===== src/sv/whss_pkg.sv =====
// Shared constants, command/status types and helper functions for socket steering.
`default_nettype none

package whss_pkg;

  localparam int SOCKETS    = 8;
  localparam int MAX_WEIGHT = 8;
  localparam int SLOTS      = 64;

  // only sockets below 8 have a weight nibble
  localparam int SOCK_N  = (SOCKETS < 8) ? SOCKETS : 8;
  localparam int SOCK_IW = $clog2(SOCK_N);
  localparam int SOCK_W  = $clog2(SOCK_N + 1);
  localparam int IDX_W   = $clog2(SLOTS);
  localparam int CNT_W   = $clog2(SLOTS + 1);
  localparam int HASH_W  = 32;
  localparam int ELIG_W  = 8;
  localparam int MODE_W  = 2;
  localparam int WGT_W   = 4;
  localparam int CFG_W   = 32;
  localparam int DIV_CW  = $clog2(HASH_W);

  localparam logic [CFG_W-1:0] WEIGHTS_RST = 32'h1111_1111;

  localparam logic [MODE_W-1:0] MODE_BCAST  = 2'd0;
  localparam logic [MODE_W-1:0] MODE_SINGLE = 2'd1;
  localparam logic [MODE_W-1:0] MODE_DOUBLE = 2'd2;

  typedef struct packed {
    logic load;
    logic bcast;
    logic build_start;
    logic build_step;
    logic red_start;
    logic use_second;
    logic div_step;
    logic rd_en;
    logic acc;
    logic out_load;
  } whss_cmd_t;

  typedef struct packed {
    logic steer;
    logic dbl;
    logic mismatch;
    logic build_done;
    logic count_zero;
    logic need_div;
    logic div_last;
  } whss_sts_t;

  function automatic logic [HASH_W-1:0] fold_bytes(input logic [HASH_W-1:0] h);
    fold_bytes = h ^ (h >> 8) ^ (h >> 16) ^ (h >> 24);
  endfunction

  // slot counts that always take the modulo path
  function automatic logic needs_mod(input logic [CNT_W-1:0] n);
    needs_mod = (n == CNT_W'(3)) || (n == CNT_W'(5)) || (n == CNT_W'(6)) ||
                (n == CNT_W'(7));
  endfunction

  // all ones from the top set bit of x downwards
  function automatic logic [CNT_W-1:0] smear(input logic [CNT_W-1:0] x);
    logic [CNT_W-1:0] y;
    y = x;
    for (int i = 1; i < CNT_W; i++) begin
      y = y | (y >> i);
    end
    smear = y;
  endfunction

endpackage

`default_nettype wire


===== src/sv/whss_dp.sv =====
// Datapath: input capture, weight register, slot table, slot reduction and result registers.
`default_nettype none

module whss_dp (
  input  wire                           clk_i,
  input  wire                           rst_ni,
  input  wire                           cfg_we_i,
  input  wire  [whss_pkg::CFG_W-1:0]    cfg_wdata_i,
  output logic [whss_pkg::CFG_W-1:0]    weights_o,
  input  wire  [whss_pkg::ELIG_W-1:0]   elig_i,
  input  wire  [whss_pkg::HASH_W-1:0]   flow_hash_i,
  input  wire  [whss_pkg::HASH_W-1:0]   second_hash_i,
  input  wire  [whss_pkg::MODE_W-1:0]   fanout_mode_i,
  input  whss_pkg::whss_cmd_t           cmd_i,
  output whss_pkg::whss_sts_t           sts_o,
  output logic [whss_pkg::ELIG_W-1:0]   dest_mask_o
);
  import whss_pkg::*;

  logic [CFG_W-1:0]   weights_q;
  logic [ELIG_W-1:0]  cached_q;
  logic [CNT_W-1:0]   cnt_q;

  logic [ELIG_W-1:0]  elig_q;
  logic [HASH_W-1:0]  h1_q, h2_q;
  logic [MODE_W-1:0]  mode_q;

  logic [SOCK_W-1:0]  sock_q;
  logic [WGT_W-1:0]   rep_q;

  logic [HASH_W-1:0]  quo_q;
  logic [CNT_W-1:0]   rem_q;
  logic [DIV_CW-1:0]  div_cnt_q;
  logic [IDX_W-1:0]   idx_q;

  logic [SOCK_IW-1:0] slot_mem [SLOTS];
  logic [SOCK_IW-1:0] rd_q;
  logic [ELIG_W-1:0]  mask_q;
  logic [ELIG_W-1:0]  out_q;

  // rebuild step
  logic [SOCK_IW-1:0] sidx;
  logic [WGT_W-1:0]   nib, wgt;
  logic               slot_wr;

  // slot reduction
  logic [HASH_W-1:0]  f;
  logic [CNT_W-1:0]   nm1, pm1, r;
  logic               pow2;
  logic [CNT_W:0]     t_sh, t_sub;

  always_comb begin
    sidx    = sock_q[SOCK_IW-1:0];
    nib     = weights_q[WGT_W*sidx +: WGT_W];
    wgt     = (nib > WGT_W'(MAX_WEIGHT)) ? WGT_W'(MAX_WEIGHT) : nib;
    slot_wr = cmd_i.build_step && (sock_q != SOCK_W'(SOCK_N)) && elig_q[sidx] &&
              (rep_q < wgt) && (cnt_q < CNT_W'(SLOTS));

    f    = fold_bytes(cmd_i.use_second ? h2_q : h1_q);
    nm1  = cnt_q - CNT_W'(1);
    pow2 = (cnt_q & nm1) == '0;
    pm1  = smear(nm1);
    r    = f[CNT_W-1:0] & pm1;

    t_sh  = {rem_q, quo_q[HASH_W-1]};
    t_sub = (t_sh >= {1'b0, cnt_q}) ? (t_sh - {1'b0, cnt_q}) : t_sh;
  end

  always_comb begin
    sts_o.steer      = (mode_q == MODE_SINGLE) || (mode_q == MODE_DOUBLE);
    sts_o.dbl        = mode_q == MODE_DOUBLE;
    sts_o.mismatch   = elig_q != cached_q;
    sts_o.build_done = sock_q == SOCK_W'(SOCK_N);
    sts_o.count_zero = cnt_q == '0;
    sts_o.need_div   = !pow2 && (needs_mod(cnt_q) || (r >= cnt_q));
    sts_o.div_last   = div_cnt_q == DIV_CW'(HASH_W - 1);
  end

  always_ff @(posedge clk_i or negedge rst_ni) begin
    if (!rst_ni) begin
      weights_q <= WEIGHTS_RST;
      cached_q  <= '0;
      cnt_q     <= '0;
    end else if (cfg_we_i) begin
      weights_q <= cfg_wdata_i;
      cached_q  <= '0;
      cnt_q     <= '0;
    end else if (cmd_i.build_start) begin
      cached_q  <= elig_q;
      cnt_q     <= '0;
    end else if (slot_wr) begin
      cnt_q     <= cnt_q + CNT_W'(1);
    end
  end

  always_ff @(posedge clk_i) begin
    if (cmd_i.load) begin
      elig_q <= elig_i;
      h1_q   <= flow_hash_i;
      h2_q   <= second_hash_i;
      mode_q <= fanout_mode_i;
      mask_q <= '0;
    end else if (cmd_i.bcast) begin
      mask_q <= elig_q;
    end else if (cmd_i.acc) begin
      mask_q <= mask_q | (ELIG_W'(1) << rd_q);
    end

    if (cmd_i.build_start) begin
      sock_q <= '0;
      rep_q  <= '0;
    end else if (cmd_i.build_step && !sts_o.build_done) begin
      if (slot_wr) begin
        rep_q <= rep_q + WGT_W'(1);
      end else begin
        sock_q <= sock_q + SOCK_W'(1);
        rep_q  <= '0;
      end
    end

    if (cmd_i.red_start) begin
      quo_q     <= f;
      rem_q     <= '0;
      div_cnt_q <= '0;
      idx_q     <= r[IDX_W-1:0];
    end else if (cmd_i.div_step) begin
      quo_q     <= quo_q << 1;
      rem_q     <= t_sub[CNT_W-1:0];
      div_cnt_q <= div_cnt_q + DIV_CW'(1);
      if (sts_o.div_last) begin
        idx_q <= t_sub[IDX_W-1:0];
      end
    end

    if (slot_wr) begin
      slot_mem[cnt_q[IDX_W-1:0]] <= sidx;
    end
    if (cmd_i.rd_en) begin
      rd_q <= slot_mem[idx_q];
    end

    if (cmd_i.out_load) begin
      out_q <= mask_q;
    end
  end

  assign weights_o   = weights_q;
  assign dest_mask_o = out_q;

`ifndef NO_ASSERTIONS
  a_cfg_clears: assert property (@(posedge clk_i) disable iff (!rst_ni)
    cfg_we_i |=> (cnt_q == '0) && (cached_q == '0))
    else $error("config write did not clear the slot cache");
  a_rd_in_range: assert property (@(posedge clk_i) disable iff (!rst_ni)
    cmd_i.rd_en |-> ({1'b0, idx_q} < {1'b0, cnt_q}))
    else $error("slot read beyond slot count");
  a_rem_bound: assert property (@(posedge clk_i) disable iff (!rst_ni)
    cmd_i.div_step |-> (rem_q < cnt_q))
    else $error("remainder not below slot count");
`endif

endmodule

`default_nettype wire


===== src/sv/whss_ctrl.sv =====
// Controller: per-packet sequencing of rebuild, reduction, table read and result handoff.
`default_nettype none

module whss_ctrl (
  input  wire                  clk_i,
  input  wire                  rst_ni,
  input  wire                  in_valid_i,
  output logic                 in_ready_o,
  output logic                 out_valid_o,
  input  wire                  out_ready_i,
  input  whss_pkg::whss_sts_t  sts_i,
  output whss_pkg::whss_cmd_t  cmd_o
);
  import whss_pkg::*;

  typedef enum logic [2:0] {
    ST_IDLE, ST_DECIDE, ST_BUILD, ST_START, ST_DIV, ST_READ, ST_ACC, ST_FINISH
  } state_e;

  state_e state_q, state_d;
  logic   second_q, second_d;
  logic   out_valid_q, out_valid_d;

  always_comb begin
    cmd_o       = '0;
    state_d     = state_q;
    second_d    = second_q;
    in_ready_o  = state_q == ST_IDLE;
    cmd_o.use_second = second_q;

    case (state_q)
      ST_IDLE: begin
        if (in_valid_i) begin
          cmd_o.load = 1'b1;
          state_d    = ST_DECIDE;
        end
      end
      ST_DECIDE: begin
        second_d = 1'b0;
        if (!sts_i.steer) begin
          cmd_o.bcast = 1'b1;
          state_d     = ST_FINISH;
        end else if (sts_i.mismatch) begin
          cmd_o.build_start = 1'b1;
          state_d           = ST_BUILD;
        end else begin
          state_d = ST_START;
        end
      end
      ST_BUILD: begin
        if (sts_i.build_done) begin
          state_d = ST_START;
        end else begin
          cmd_o.build_step = 1'b1;
        end
      end
      ST_START: begin
        if (sts_i.count_zero) begin
          state_d = ST_FINISH;
        end else begin
          cmd_o.red_start = 1'b1;
          state_d         = sts_i.need_div ? ST_DIV : ST_READ;
        end
      end
      ST_DIV: begin
        cmd_o.div_step = 1'b1;
        if (sts_i.div_last) begin
          state_d = ST_READ;
        end
      end
      ST_READ: begin
        cmd_o.rd_en = 1'b1;
        state_d     = ST_ACC;
      end
      ST_ACC: begin
        cmd_o.acc = 1'b1;
        if (sts_i.dbl && !second_q) begin
          second_d = 1'b1;
          state_d  = ST_START;
        end else begin
          state_d = ST_FINISH;
        end
      end
      ST_FINISH: begin
        if (!out_valid_q || out_ready_i) begin
          cmd_o.out_load = 1'b1;
          state_d        = ST_IDLE;
        end
      end
      default: begin
        state_d = ST_IDLE;
      end
    endcase

    if (cmd_o.out_load) begin
      out_valid_d = 1'b1;
    end else if (out_ready_i) begin
      out_valid_d = 1'b0;
    end else begin
      out_valid_d = out_valid_q;
    end
  end

  always_ff @(posedge clk_i or negedge rst_ni) begin
    if (!rst_ni) begin
      state_q     <= ST_IDLE;
      second_q    <= 1'b0;
      out_valid_q <= 1'b0;
    end else begin
      state_q     <= state_d;
      second_q    <= second_d;
      out_valid_q <= out_valid_d;
    end
  end

  assign out_valid_o = out_valid_q;

`ifndef NO_ASSERTIONS
  a_build_steer: assert property (@(posedge clk_i) disable iff (!rst_ni)
    (state_q == ST_BUILD) |-> sts_i.steer)
    else $error("table rebuild for a broadcast packet");
  a_second_dbl: assert property (@(posedge clk_i) disable iff (!rst_ni)
    (second_q && (state_q == ST_START)) |-> sts_i.dbl)
    else $error("second pick outside double steering");
  a_load_valid: assert property (@(posedge clk_i) disable iff (!rst_ni)
    cmd_o.out_load |=> out_valid_q)
    else $error("result load did not raise valid");
`endif

endmodule

`default_nettype wire


===== src/sv/weighted_hash_socket_steering.sv =====
// Top level: weighted hash socket steering with stream ports and register port.
// Per packet: broadcast loads the eligible mask directly; single steering makes one
// pick, using the bit-serial remainder when needed; double steering adds a second pick;
// a table rebuild (one slot write or socket skip per cycle) runs first on a cache miss.
// One packet at a time: the next word is accepted in the cycle after the result loads.
// Reset: asynchronous, active low; weights 0x11111111, slot cache empty.
`default_nettype none

module weighted_hash_socket_steering (
  input  wire         clk_i,
  input  wire         rst_ni,
  // slave stream
  input  wire         s_axis_tvalid,
  output logic        s_axis_tready,
  input  wire  [71:0] s_axis_tdata,  // eligible_sockets[7:0], flow_hash[39:8], second_hash[71:40]
  input  wire  [1:0]  s_axis_tuser,  // fanout_mode[1:0]
  // master stream
  output logic        m_axis_tvalid,
  input  wire         m_axis_tready,
  output logic [7:0]  m_axis_tdata,  // dest_mask[7:0]
  // register port
  input  wire         psel,
  input  wire         penable,
  input  wire         pwrite,
  input  wire  [2:0]  paddr,
  input  wire  [31:0] pwdata,
  output logic [31:0] prdata,
  output logic        pready
);
  import whss_pkg::*;

  whss_cmd_t        cmd;
  whss_sts_t        sts;
  logic             cfg_we;
  logic [CFG_W-1:0] weights;

  assign pready = 1'b1;
  assign cfg_we = psel && penable && pwrite && !paddr[2];
  assign prdata = paddr[2] ? '0 : weights;

  whss_ctrl u_ctrl (
    .clk_i       (clk_i),
    .rst_ni      (rst_ni),
    .in_valid_i  (s_axis_tvalid),
    .in_ready_o  (s_axis_tready),
    .out_valid_o (m_axis_tvalid),
    .out_ready_i (m_axis_tready),
    .sts_i       (sts),
    .cmd_o       (cmd)
  );

  whss_dp u_dp (
    .clk_i         (clk_i),
    .rst_ni        (rst_ni),
    .cfg_we_i      (cfg_we),
    .cfg_wdata_i   (pwdata),
    .weights_o     (weights),
    .elig_i        (s_axis_tdata[7:0]),
    .flow_hash_i   (s_axis_tdata[39:8]),
    .second_hash_i (s_axis_tdata[71:40]),
    .fanout_mode_i (s_axis_tuser),
    .cmd_i         (cmd),
    .sts_o         (sts),
    .dest_mask_o   (m_axis_tdata)
  );

endmodule

`default_nettype wire

===== config.mk =====
export PLATFORM = sky130hd
export DESIGN_NAME = weighted_hash_socket_steering
export DESIGN_NICKNAME = d
export VERILOG_FILES = /design/src/sv/whss_pkg.sv /design/src/sv/whss_dp.sv /design/src/sv/whss_ctrl.sv /design/src/sv/weighted_hash_socket_steering.sv
export SDC_FILE = /design/constraint.sdc
export NUM_CORES = 1
export LEC_CHECK = 0
export ABC_CLOCK_PERIOD_IN_PS = 5800
export BUFFER_PORTS_ARGS = -buffer_cell sky130_fd_sc_hd__buf_4
export CELL_PAD_IN_SITES_DETAIL_PLACEMENT = 2
export CELL_PAD_IN_SITES_GLOBAL_PLACEMENT = 2
export CORE_UTILIZATION = 35
export DETAILED_ROUTE_END_ITERATION = 8
export GPL_TIMING_DRIVEN = 0
export PLACE_DENSITY = 0.8
export SLEW_MARGIN = 40
export SYNTH_ARGS = -nofsm -noshare
export SYNTH_HDL_FRONTEND = slang
export SYNTH_SLANG_ARGS = --single-unit

===== constraint.sdc =====
create_clock -name clk_i -period 5.8 [get_ports clk_i]
set_input_delay 1.16 -clock clk_i [delete_from_list [all_inputs] [get_ports clk_i]]
set_output_delay 1.16 -clock clk_i [all_outputs]
set_load 0.01 [all_outputs]

==> metrics, run 1 <==
count of cells resized by post-cts repair=0; vias per std cell=5.18; maximum fanout along the worst path=54; net switching fraction of the power=33.0%; Static Leakage=7.71 nW; top-level port count=159; cell count after synthesis=about 1200; Critical R2R Capture=u_dp.slot_mem[33][1]; First-pass DRT Iterations=5; Final Worst Setup Slack=between 0.3 and 0.4 ns; Final Critical Period=around 5.5 ns; number of global-route vias before repair=about 13000; cell repeated most along the worst path=sky130_fd_sc_hd__buf_2; Total Routed Length=around 50000 um; number of inserted filler cells in the final layout=4808; number of rows created at floorplan=just over 80; syn avg cell area=roughly 14 um2; Max Root-Sink Buffers=3; worst setup skew after layout=0.0283 ns; cell count after placement=a little over 2000; first-pass GRT wire length=77300 um; number of cells in the finished layout apart from fillers=2155; path type of the worst setup path=flop to flop; Placeable Area=just under 50000 um2; proportion of netlist area held by the largest area contributor=54.8%; Worst VDD drop=approximately 0.22 mV; total power per unit cell area=460 nW/um2; buffers plus inverters on the worst setup path=4; Clk Latency, worst-skew pair=0.58 ns; crit path launch type=flop; Final Slew Violations=0; count of port buffers added during placement=155; minimum setup slack after placement=0.205 ns; final global-route overflow total=0; Area Growth Syn to Fin=21.4%; count of flip-flops with a built-in enable after synthesis=315; clock tree from TritonCTS=done; Yosys warnings=0; vias post-DR=11200; Worst Hold Launch=u_dp.mask_q[5]; TritonCTS Buffers=44; post-CTS setup-driven buffer insertion count=0; final hold violation count=0; Die Y=224 um; Register-to-Register Path Depth=14; top achievable clock speed=between 150 and 200 MHz; Iter 0 DRT Violations=776; clock slew at the register clock pins of the worst setup and hold paths=0.06 ns; initial antenna violation count=0; area of all sequential standard cells=11300 um2; number of distinct library cells after synthesis=58; result of the run=finished, final reports clean; overall die area=50200 um2; top cells by area in the synthesized netlist=sky130_fd_sc_hd__edfxtp_1 (55%), sky130_fd_sc_hd__mux4_2 (8.7%), sky130_fd_sc_hd__dfrtp_1 (6.4%); cell type with the largest total area after synthesis=sky130_fd_sc_hd__edfxtp_1; data arrival time of the worst path=approximately 5.7 ns; Mapped Area=about 17000 um2; launch instance of the worst register-to-register path=u_dp.sock_q[1]; cell family with most CP delay=simple AND/OR/NAND/NOR gates; transition time at the pin with the least slew margin=between 0.8 and 0.9 ns; Worst path max stage delay=around 0.59 ns; DRT antenna net count=0; pin count of the biggest net entering global routing=55; Die X=224 um; clock root buffer master=sky130_fd_sc_hd__clkbuf_16; async set-or-reset flop fraction in the synthesized netlist=13.2%; number of nets in the finished design=around 1600; DRC violation count after routing=0; switching pwr=approximately 0.0032 W; TritonCTS sink count=about 400; detailed placement HPWL=34700 um; post-synth net total=1394; combinational power share=between 20 and 30%; # setup viols final=0; CP endpoint kind=flop; Initial Util=between 30% and 40%; Cell Int Power=0.00645 W; worst hold stages=0; slowest cell on the critical path=sky130_fd_sc_hd__nand4_1; path category of the worst min-delay check=flop to flop; most used flip-flop cell after synthesis=sky130_fd_sc_hd__edfxtp_1; Post-CTS Hold Buffers=0; fraction of final layout cells sized beyond drive strength 1=23.2%; power share of the clock group=30.3%; max-cap check violation count=0; period utilization=94.3%; Final Power=0.00964 W; slack of the worst reg-to-reg path=0.33 ns; data required time at the worst endpoint=around 6 ns; Critical Path Source=u_dp.sock_q[1]; final core utilization=43.0%; Relative slew margins=43.2%; sequential share of power=41.3%; final estimated routing congestion in global placement=about 0.8; share of synthesized area occupied by flip-flops and latches=65.7%; setup repair after global routing missed its margin=false; mean routed wirelength per cell=between 20 and 25 um; number of H-tree levels=2; overall track demand over capacity in global routing=about a fifth; count of state elements after synthesis=395; Multi-input gate area=5620 um2; ordered cell list for the critical path=buf_12, buf_6, buf_2, mux4_2, mux2i_1, nand2_1, ha_1, a21o_1, a32o_1, or4_4, a21oi_4, buf_2, nand4_1, nor2_1; destination of the worst hold path=u_dp.dest_mask_o[5]
==> stage by stage <==
step | hold WS, ns | setup TNS, ns | area (um2)
detailed placement | 0.422 | 0 | 19400
finish | 0.449 | 0 | 20900
global route | 0.462 | 0 | 20900
CTS | 0.444 | 0 | 20900
floorplan | 0.410 | 0 | 17300
global placement | 0.420 | -93.36 | 19300
==> state kept, by name (all words and copies together) (netlist names), 4 cells and up <==
register,cells
u_dp.weights_o,32
u_dp.div_cnt_q,5
u_dp.quo_q,32
u_dp.slot_mem,192
u_dp.rep_q,4
u_dp.sock_q,4
u_dp.cached_q,8
u_dp.idx_q,6
u_dp.h2_q,32
u_dp.h1_q,32
u_dp.cnt_q,7
u_dp.elig_q,8
u_dp.rem_q,7
u_dp.dest_mask_o,8
u_dp.mask_q,8
==> layer usage <==
metal  vias to the layer above  part of all wire, %  GRT usage [%]
met5                         -                    0              0
met2                       231                   52           36.8
met3                        76                  3.1           2.95
met1                      5843                   42           25.7
met4                         0                  2.5           6.45
li1                       5006                    -              -
==> Yosys cell counts (all sizes together) (18+ instances only) <==
| cell type | n |
|---|---|
| edfxtp | 315 |
| nand2 | 153 |
| nor2 | 144 |
| mux4 | 67 |
| o21ai | 63 |
| xnor2 | 48 |
| dfrtp | 44 |
| a21oi | 40 |
| clkbuf | 39 |
| mux2i | 38 |
| ha | 34 |
| nor2b | 34 |
| dfxtp | 28 |
| nor3 | 26 |
| inv | 23 |
| xor2 | 18 |
==> final cells by class <==
| cell class | instances | share of cell area (%) |
|---|---|---|
| antenna | 1 | 0.0119 |
| clock buffer | 52 | 5.69 |
| clock inverter | 28 | 1.50 |
| timing repair buffer | 167 | 6.24 |
| multi-input combinational | 767 | 26.8 |
| inverter | 25 | 0.448 |
| tap | 664 | 3.97 |
| sequential | 395 | 54.2 |
| buffer | 56 | 1.16 |
==> kinds of logic (layout without fill, tap and decap cells) <==
kind of cell	Yosys count	in the layout	synth area share (%)
AO/OA/AOI/OAI	130	130	4.33
XOR/XNOR	66	66	3.35
adder cells (fa/ha/maj)	35	35	2.58
buffers and inverters	81	328	1.91
flip-flops	395	395	65.7
multiplexers	107	107	11.1
other	1	2	0.0217
AND/OR/NAND/NOR	428	428	11.1
==> power groups by stage <==
stage	logic (W)	clock network (W)	registers [W]
final	0.00273	0.00292	0.00398
after global routing	0.00300	0.00307	0.00402
after CTS	0.00277	0.00297	0.00398
after detailed placement	0.00271	0	0.00403
after global placement	0.00238	0	0.00415
after floorplan	0.00167	0	0.00399
==> cell usage in the layout, fill, tap and decap left out, types with 7 or more instances in the layout <==
| cell type | instances |
|---|---|
| sky130_fd_sc_hd__edfxtp_1 | 315 |
| sky130_fd_sc_hd__buf_4 | 163 |
| sky130_fd_sc_hd__nand2_1 | 151 |
| sky130_fd_sc_hd__nor2_1 | 144 |
| sky130_fd_sc_hd__mux4_2 | 67 |
| sky130_fd_sc_hd__o21ai_0 | 63 |
| sky130_fd_sc_hd__xnor2_1 | 48 |
| sky130_fd_sc_hd__clkbuf_16 | 45 |
| sky130_fd_sc_hd__dfrtp_1 | 44 |
| sky130_fd_sc_hd__clkbuf_1 | 39 |
| sky130_fd_sc_hd__a21oi_1 | 39 |
| sky130_fd_sc_hd__mux2i_1 | 38 |
| sky130_fd_sc_hd__ha_1 | 34 |
| sky130_fd_sc_hd__nor2b_1 | 33 |
| sky130_fd_sc_hd__nor3_1 | 25 |
| sky130_fd_sc_hd__dfxtp_1 | 25 |
| sky130_fd_sc_hd__inv_1 | 23 |
| sky130_fd_sc_hd__xor2_1 | 18 |
| sky130_fd_sc_hd__nand3_1 | 17 |
| sky130_fd_sc_hd__nand4_1 | 16 |
| sky130_fd_sc_hd__nand2b_1 | 13 |
| sky130_fd_sc_hd__buf_2 | 12 |
| sky130_fd_sc_hd__clkinv_2 | 9 |
| sky130_fd_sc_hd__dfstp_2 | 8 |
| sky130_fd_sc_hd__clkinv_1 | 7 |
==> worst reg2reg max path, delay by kind of cell, from the launching register on <==
kind,cells,cell delay [ns]
compound gates,3,0.60
fa+ha+maj,1,0.32
buf+inv,4,1.12
flops,1,0.48
mux,2,0.82
simple gates,4,1.79
==> worst max path at each step <==
stage / end / slack, ns / cells after the start
global route: u_dp.slot_mem[33][1] / 0.06 / 14
floorplan: u_dp.slot_mem[60][0] / 1.08 / 13
global placement: u_dp.slot_mem[44][0] / -0.76 / 13
finish: u_dp.slot_mem[33][1] / 0.33 / 14
detailed placement: u_dp.slot_mem[44][0] / 0.21 / 14
CTS: u_dp.slot_mem[44][1] / 0.15 / 14
Power figures use the tool's default switching activity.
==> inputs of run 2 (changes only) <==
- REMOVE_ABC_BUFFERS: default -> 1
==> metrics, run 2 (same netlist as run 1, synthesis figures left out) <==
top-level port count=159; Largest register FFs=192; final global-route overflow total=0; result of the run=finished, final reports clean; CP Depth=11; Placeable Area=48700 um2; number of nets in the finished design=around 1600; post-CTS setup-driven buffer insertion count=0; area of all sequential standard cells=~11000 um2; number of rows created at floorplan=81; CP endpoint kind=flop; Worst VDD drop=0.237 mV; Relative slew margins=41.1%; clock tree from TritonCTS=done; final estimated routing congestion in global placement=about 0.74; commonest cells after routing, fill and taps aside=sky130_fd_sc_hd__edfxtp_1 (315), sky130_fd_sc_hd__buf_4 (159), sky130_fd_sc_hd__nand2_1 (151); clock slew at the register clock pins of the worst setup and hold paths=0.07 ns; final hold violation count=0; Die X=approximately 220 um; total power per unit cell area=463 nW/um2; Initial Util=35.4%; vias per std cell=5.21; first-pass GRT wire length=76300 um; data arrival time of the worst path=5.29 ns; final hold slack=0.460 ns; TritonCTS sink count=between 300 and 400; count of cells resized by post-cts repair=0; detailed placement HPWL=33600 um; minimum setup slack after placement=0.760 ns; setup repair after global routing missed its margin=false; overall die area=between 50000 and 60000 um2; maximum fanout along the worst path=33; overall track demand over capacity in global routing=20.0%; worst hold stages=0; pin count of the biggest net entering global routing=64; TritonCTS Buffers=44; Register-to-Register Path Depth=11; number of inserted filler cells in the final layout=4816; cell count after placement=2030; number of global-route vias before repair=about 13000; cell family with most CP delay=simple AND/OR/NAND/NOR gates; DRT antenna net count=0; final core utilization=42.9%; ordered cell list for the critical path=buf_12, mux4_2, mux2i_1, nand2_1, ha_1, a21o_1, a32o_1, or4_4, a21oi_4, nand4_1, nor2_1; DRC violation count after routing=0; Multi-input gate area=5640 um2; Iter 0 DRT Violations=556; slowest cell on the critical path=sky130_fd_sc_hd__nand4_1; mean routed wirelength per cell=23.4 um; Area Growth Syn to Fin=21.3%; period utilization=87.4%; diode insertion count for antenna repair=0; Clk Latency, worst-skew pair=around 0.57 ns; count of port buffers added during placement=155; number of H-tree levels=2; Final Slew Violations=0; fraction of final layout cells sized beyond drive strength 1=23.5%; Worst path max stage delay=0.79 ns; Max Root-Sink Buffers=3; Die Y=~220 um; crit path launch type=flop; max-cap check violation count=0; path category of the worst min-delay check=flop to flop; First-pass DRT Iterations=5; buffers plus inverters on the worst setup path=1; initial antenna violation count=0; clock root buffer master=sky130_fd_sc_hd__clkbuf_16; Final Critical Period=5.07 ns; data required time at the worst endpoint=around 6.0 ns; Post-CTS Hold Buffers=0; Static Leakage=about 7.7 nW; Total Routed Length=49400 um; top achievable clock speed=a little under 200 MHz; transition time at the pin with the least slew margin=around 0.88 ns; number of cells in the finished layout apart from fillers=2109; Final Worst Setup Slack=between 0.7 and 0.8 ns; most frequent standard cell in the layout excluding fill and tap cells=sky130_fd_sc_hd__edfxtp_1; # setup viols final=0; vias post-DR=around 11000; worst setup skew after layout=0.0264 ns; path type of the worst setup path=flop to flop
[run 2: changes by cell type in the layout (fill, tap and decap cells not counted), sizes merged]
cell | before | now
clkbuf | 91 | 60
clkinv | 18 | 9
buf | 184 | 179
clkinvlp | 6 | 4
bufinv | 5 | 6
diode | 1 | 0
inv | 24 | 25
[run 2: area by class of cell]
type,instances,share of cell area (%)
clock inverters,19,1.34
well taps,664,3.97
multi-input cells,767,27.0
repair buffers,179,7.18
clock buffers,60,5.89
flip-flops and latches,395,54.2
inverters,25,0.448
[run 2: metrics by stage]
step | cell area (um2) | TNS (ns) | power (W)
5_1_grt | 20900 | 0 | 0.0101
4_1_cts | 20900 | 0 | 0.00979
2_1_floorplan | 17000 | 0 | 0.00565
3_3_place_gp | 19000 | -141.78 | 0.00646
6_report | 20900 | 0 | 0.00970
3_5_place_dp | 19400 | 0 | 0.00676
[run 2: routing by layer]
layer	vias up	global-route usage, %	wire length, um
li1	4905	-	-
met1	5784	24.2	19900
met2	232	36.5	26500
met3	76	2.83	1760
met4	0	6.36	1170
met5	-	0	0
[run 2: final timing paths]
path                                     start                    to  slack, ns
worst max-delay path            u_dp.sock_q[1]  u_dp.slot_mem[58][2]       0.73
worst min-delay path            u_dp.mask_q[7]   u_dp.dest_mask_o[7]       0.46
worst max register to register  u_dp.sock_q[1]  u_dp.slot_mem[58][2]       0.73
worst min register to register  u_dp.mask_q[7]   u_dp.dest_mask_o[7]       0.46
max in group asynchronous               rst_ni       u_ctrl.second_q       4.53
min in group asynchronous               rst_ni     u_dp.weights_o[3]       0.63
[run 2: power by group]
group	leakage [nW]	internal [W]	switching (W)
combinational	3.23	0.00111	0.00159
clock	0.721	0.00177	0.00116
sequential	3.74	0.00369	0.000395
total	7.70	0.00656	0.00314
==> inputs of run 3 (changes only) <==
- CORE_UTILIZATION: 35 -> 33
- PLACE_DENSITY: 0.8 -> 0.77
==> metrics, run 3 (same netlist as run 1, synthesis figures left out) <==
overall track demand over capacity in global routing=18.2%; top-level port count=about 160; data required time at the worst endpoint=6.01 ns; slack of the worst reg-to-reg path=just over 0.8 ns; vias per std cell=around 5.0; Max Root-Sink Buffers=3; worst hold stages=0; Largest register FFs=between 150 and 200; fraction of final layout cells sized beyond drive strength 1=between 20% and 30%; Initial Util=33.5%; mean routed wirelength per cell=22.4 um; launch instance of the worst register-to-register path=u_dp.sock_q[1]; number of global-route vias before repair=12400; maximum fanout along the worst path=43; detailed placement HPWL=~33000 um; Final Worst Setup Slack=0.823 ns; diode insertion count for antenna repair=0; Register-to-Register Path Depth=10; Worst Hold Launch=u_dp.mask_q[0]; TritonCTS Buffers=44; clock root buffer master=sky130_fd_sc_hd__clkbuf_16; crit path launch type=flop; total power per unit cell area=461 nW/um2; Final Critical Period=4.98 ns; count of port buffers added during placement=between 150 and 200; number of rows created at floorplan=83; TritonCTS sink count=395; Critical R2R Capture=u_dp.slot_mem[44][1]; minimum setup slack after placement=around 0.77 ns; Total Routed Length=47700 um; path category of the worst min-delay check=flop to flop; Iter 0 DRT Violations=approximately 560; Static Leakage=around 7.7 nW; Die Y=231 um; initial antenna violation count=1; max-cap check violation count=0; DRC violation count after routing=0; Placeable Area=~52000 um2; Relative slew margins=between 40% and 50%; CP endpoint kind=flop; First-pass DRT Iterations=4; clock slew at the register clock pins of the worst setup and hold paths=about 0.06 ns; final estimated routing congestion in global placement=0.763; overall die area=53200 um2; top achievable clock speed=201 MHz; count of cells resized by post-cts repair=0; Clk Latency, worst-skew pair=0.57 ns; data arrival time of the worst path=5.19 ns; Post-CTS Hold Buffers=0; clock tree from TritonCTS=done; Final Slew Violations=0; Area after DPL=between 15000 and 20000 um2; result of the run=finished, final reports clean; first-pass GRT wire length=approximately 74000 um; worst setup skew after layout=0.0245 ns; number of nets in the finished design=1562; fin area=21000 um2; Area Growth Syn to Fin=21.6%; most frequent standard cell in the layout excluding fill and tap cells=sky130_fd_sc_hd__edfxtp_1; commonest cells after routing, fill and taps aside=sky130_fd_sc_hd__edfxtp_1 (315), sky130_fd_sc_hd__buf_4 (157), sky130_fd_sc_hd__nand2_1 (151); # setup viols final=0; setup repair after global routing missed its margin=false; final hold violation count=0; pin count of the biggest net entering global routing=63; number of H-tree levels=2; transition time at the pin with the least slew margin=0.798 ns; vias post-DR=10700; path type of the worst setup path=flop to flop; Worst VDD drop=0.222 mV; number of inserted filler cells in the final layout=5224; Die X=between 200 and 250 um; final global-route overflow total=0; period utilization=around 86%; post-CTS setup-driven buffer insertion count=0; destination of the worst hold path=u_dp.dest_mask_o[0]; DRT antenna net count=0
==> run 3: through the flow <==
stage / hold WS [ns] / utilization, % / power (W) / cells / TNS, ns
floorplan: 0.410 / - / 0.00565 / 1187 / 0
global placement: 0.432 / 37.0 / 0.00648 / 2022 / -154.27
detailed placement: 0.430 / 37.7 / 0.00672 / 2045 / 0
CTS: 0.450 / 40.7 / 0.00978 / 2127 / 0
global route: 0.460 / 40.7 / 0.0102 / 2127 / 0
finish: 0.440 / 40.7 / 0.00967 / 2127 / 0
==> run 3: worst max path at each step <==
stage,from,to,slack [ns],cells after the start
floorplan,u_dp.sock_q[1],u_dp.slot_mem[54][0],1.09,10
finish,u_dp.sock_q[1],u_dp.slot_mem[44][1],0.82,10
CTS,u_dp.sock_q[1],u_dp.slot_mem[17][1],0.75,10
global placement,u_dp.sock_q[1],u_dp.slot_mem[57][2],-0.93,10
detailed placement,u_dp.sock_q[1],u_dp.slot_mem[44][1],0.77,10
global route,u_dp.sock_q[1],u_dp.slot_mem[35][1],0.56,10
==> run 3: area by class of cell <==
class | count | area, um2 | area share (%)
repair buffers | 178 | 1490 | 7.11
flip-flops and latches | 395 | 11300 | 54.1
inverters | 25 | 93.8 | 0.447
well taps | 680 | 851 | 4.05
clock buffers | 54 | 1210 | 5.77
multi-input cells | 767 | 5650 | 26.9
clock inverters | 28 | 339 | 1.62
==> run 3: report_power, final <==
part	leakage [nW]	internal, W	switching (W)	total, W
combinational	3.23	0.00109	0.00147	0.00256
sequential	3.74	0.00369	0.000436	0.00412
clock	0.736	0.00180	0.00118	0.00298
==> run 3: per-layer routing <==
| layer | track usage, % | part of all wire [%] |
|---|---|---|
| met1 | 21.4 | 40 |
| met2 | 34.1 | 54 |
| met3 | 2.83 | 3.1 |
| met4 | 5.26 | 2.1 |
| met5 | 0 | 0.025 |
==> run 3: worst max-delay path, stage by stage, from the launching register on <==
cell and delay (ns):
sky130_fd_sc_hd__dfxtp_4 0.72, sky130_fd_sc_hd__mux4_2 0.61, sky130_fd_sc_hd__mux2i_1 0.28, sky130_fd_sc_hd__nand2_1 0.09
sky130_fd_sc_hd__ha_1 0.31, sky130_fd_sc_hd__a21o_1 0.19, sky130_fd_sc_hd__a32o_1 0.20, sky130_fd_sc_hd__or4_4 0.52
sky130_fd_sc_hd__a21oi_4 0.39, sky130_fd_sc_hd__nand4_1 0.65, sky130_fd_sc_hd__nor2_1 0.63
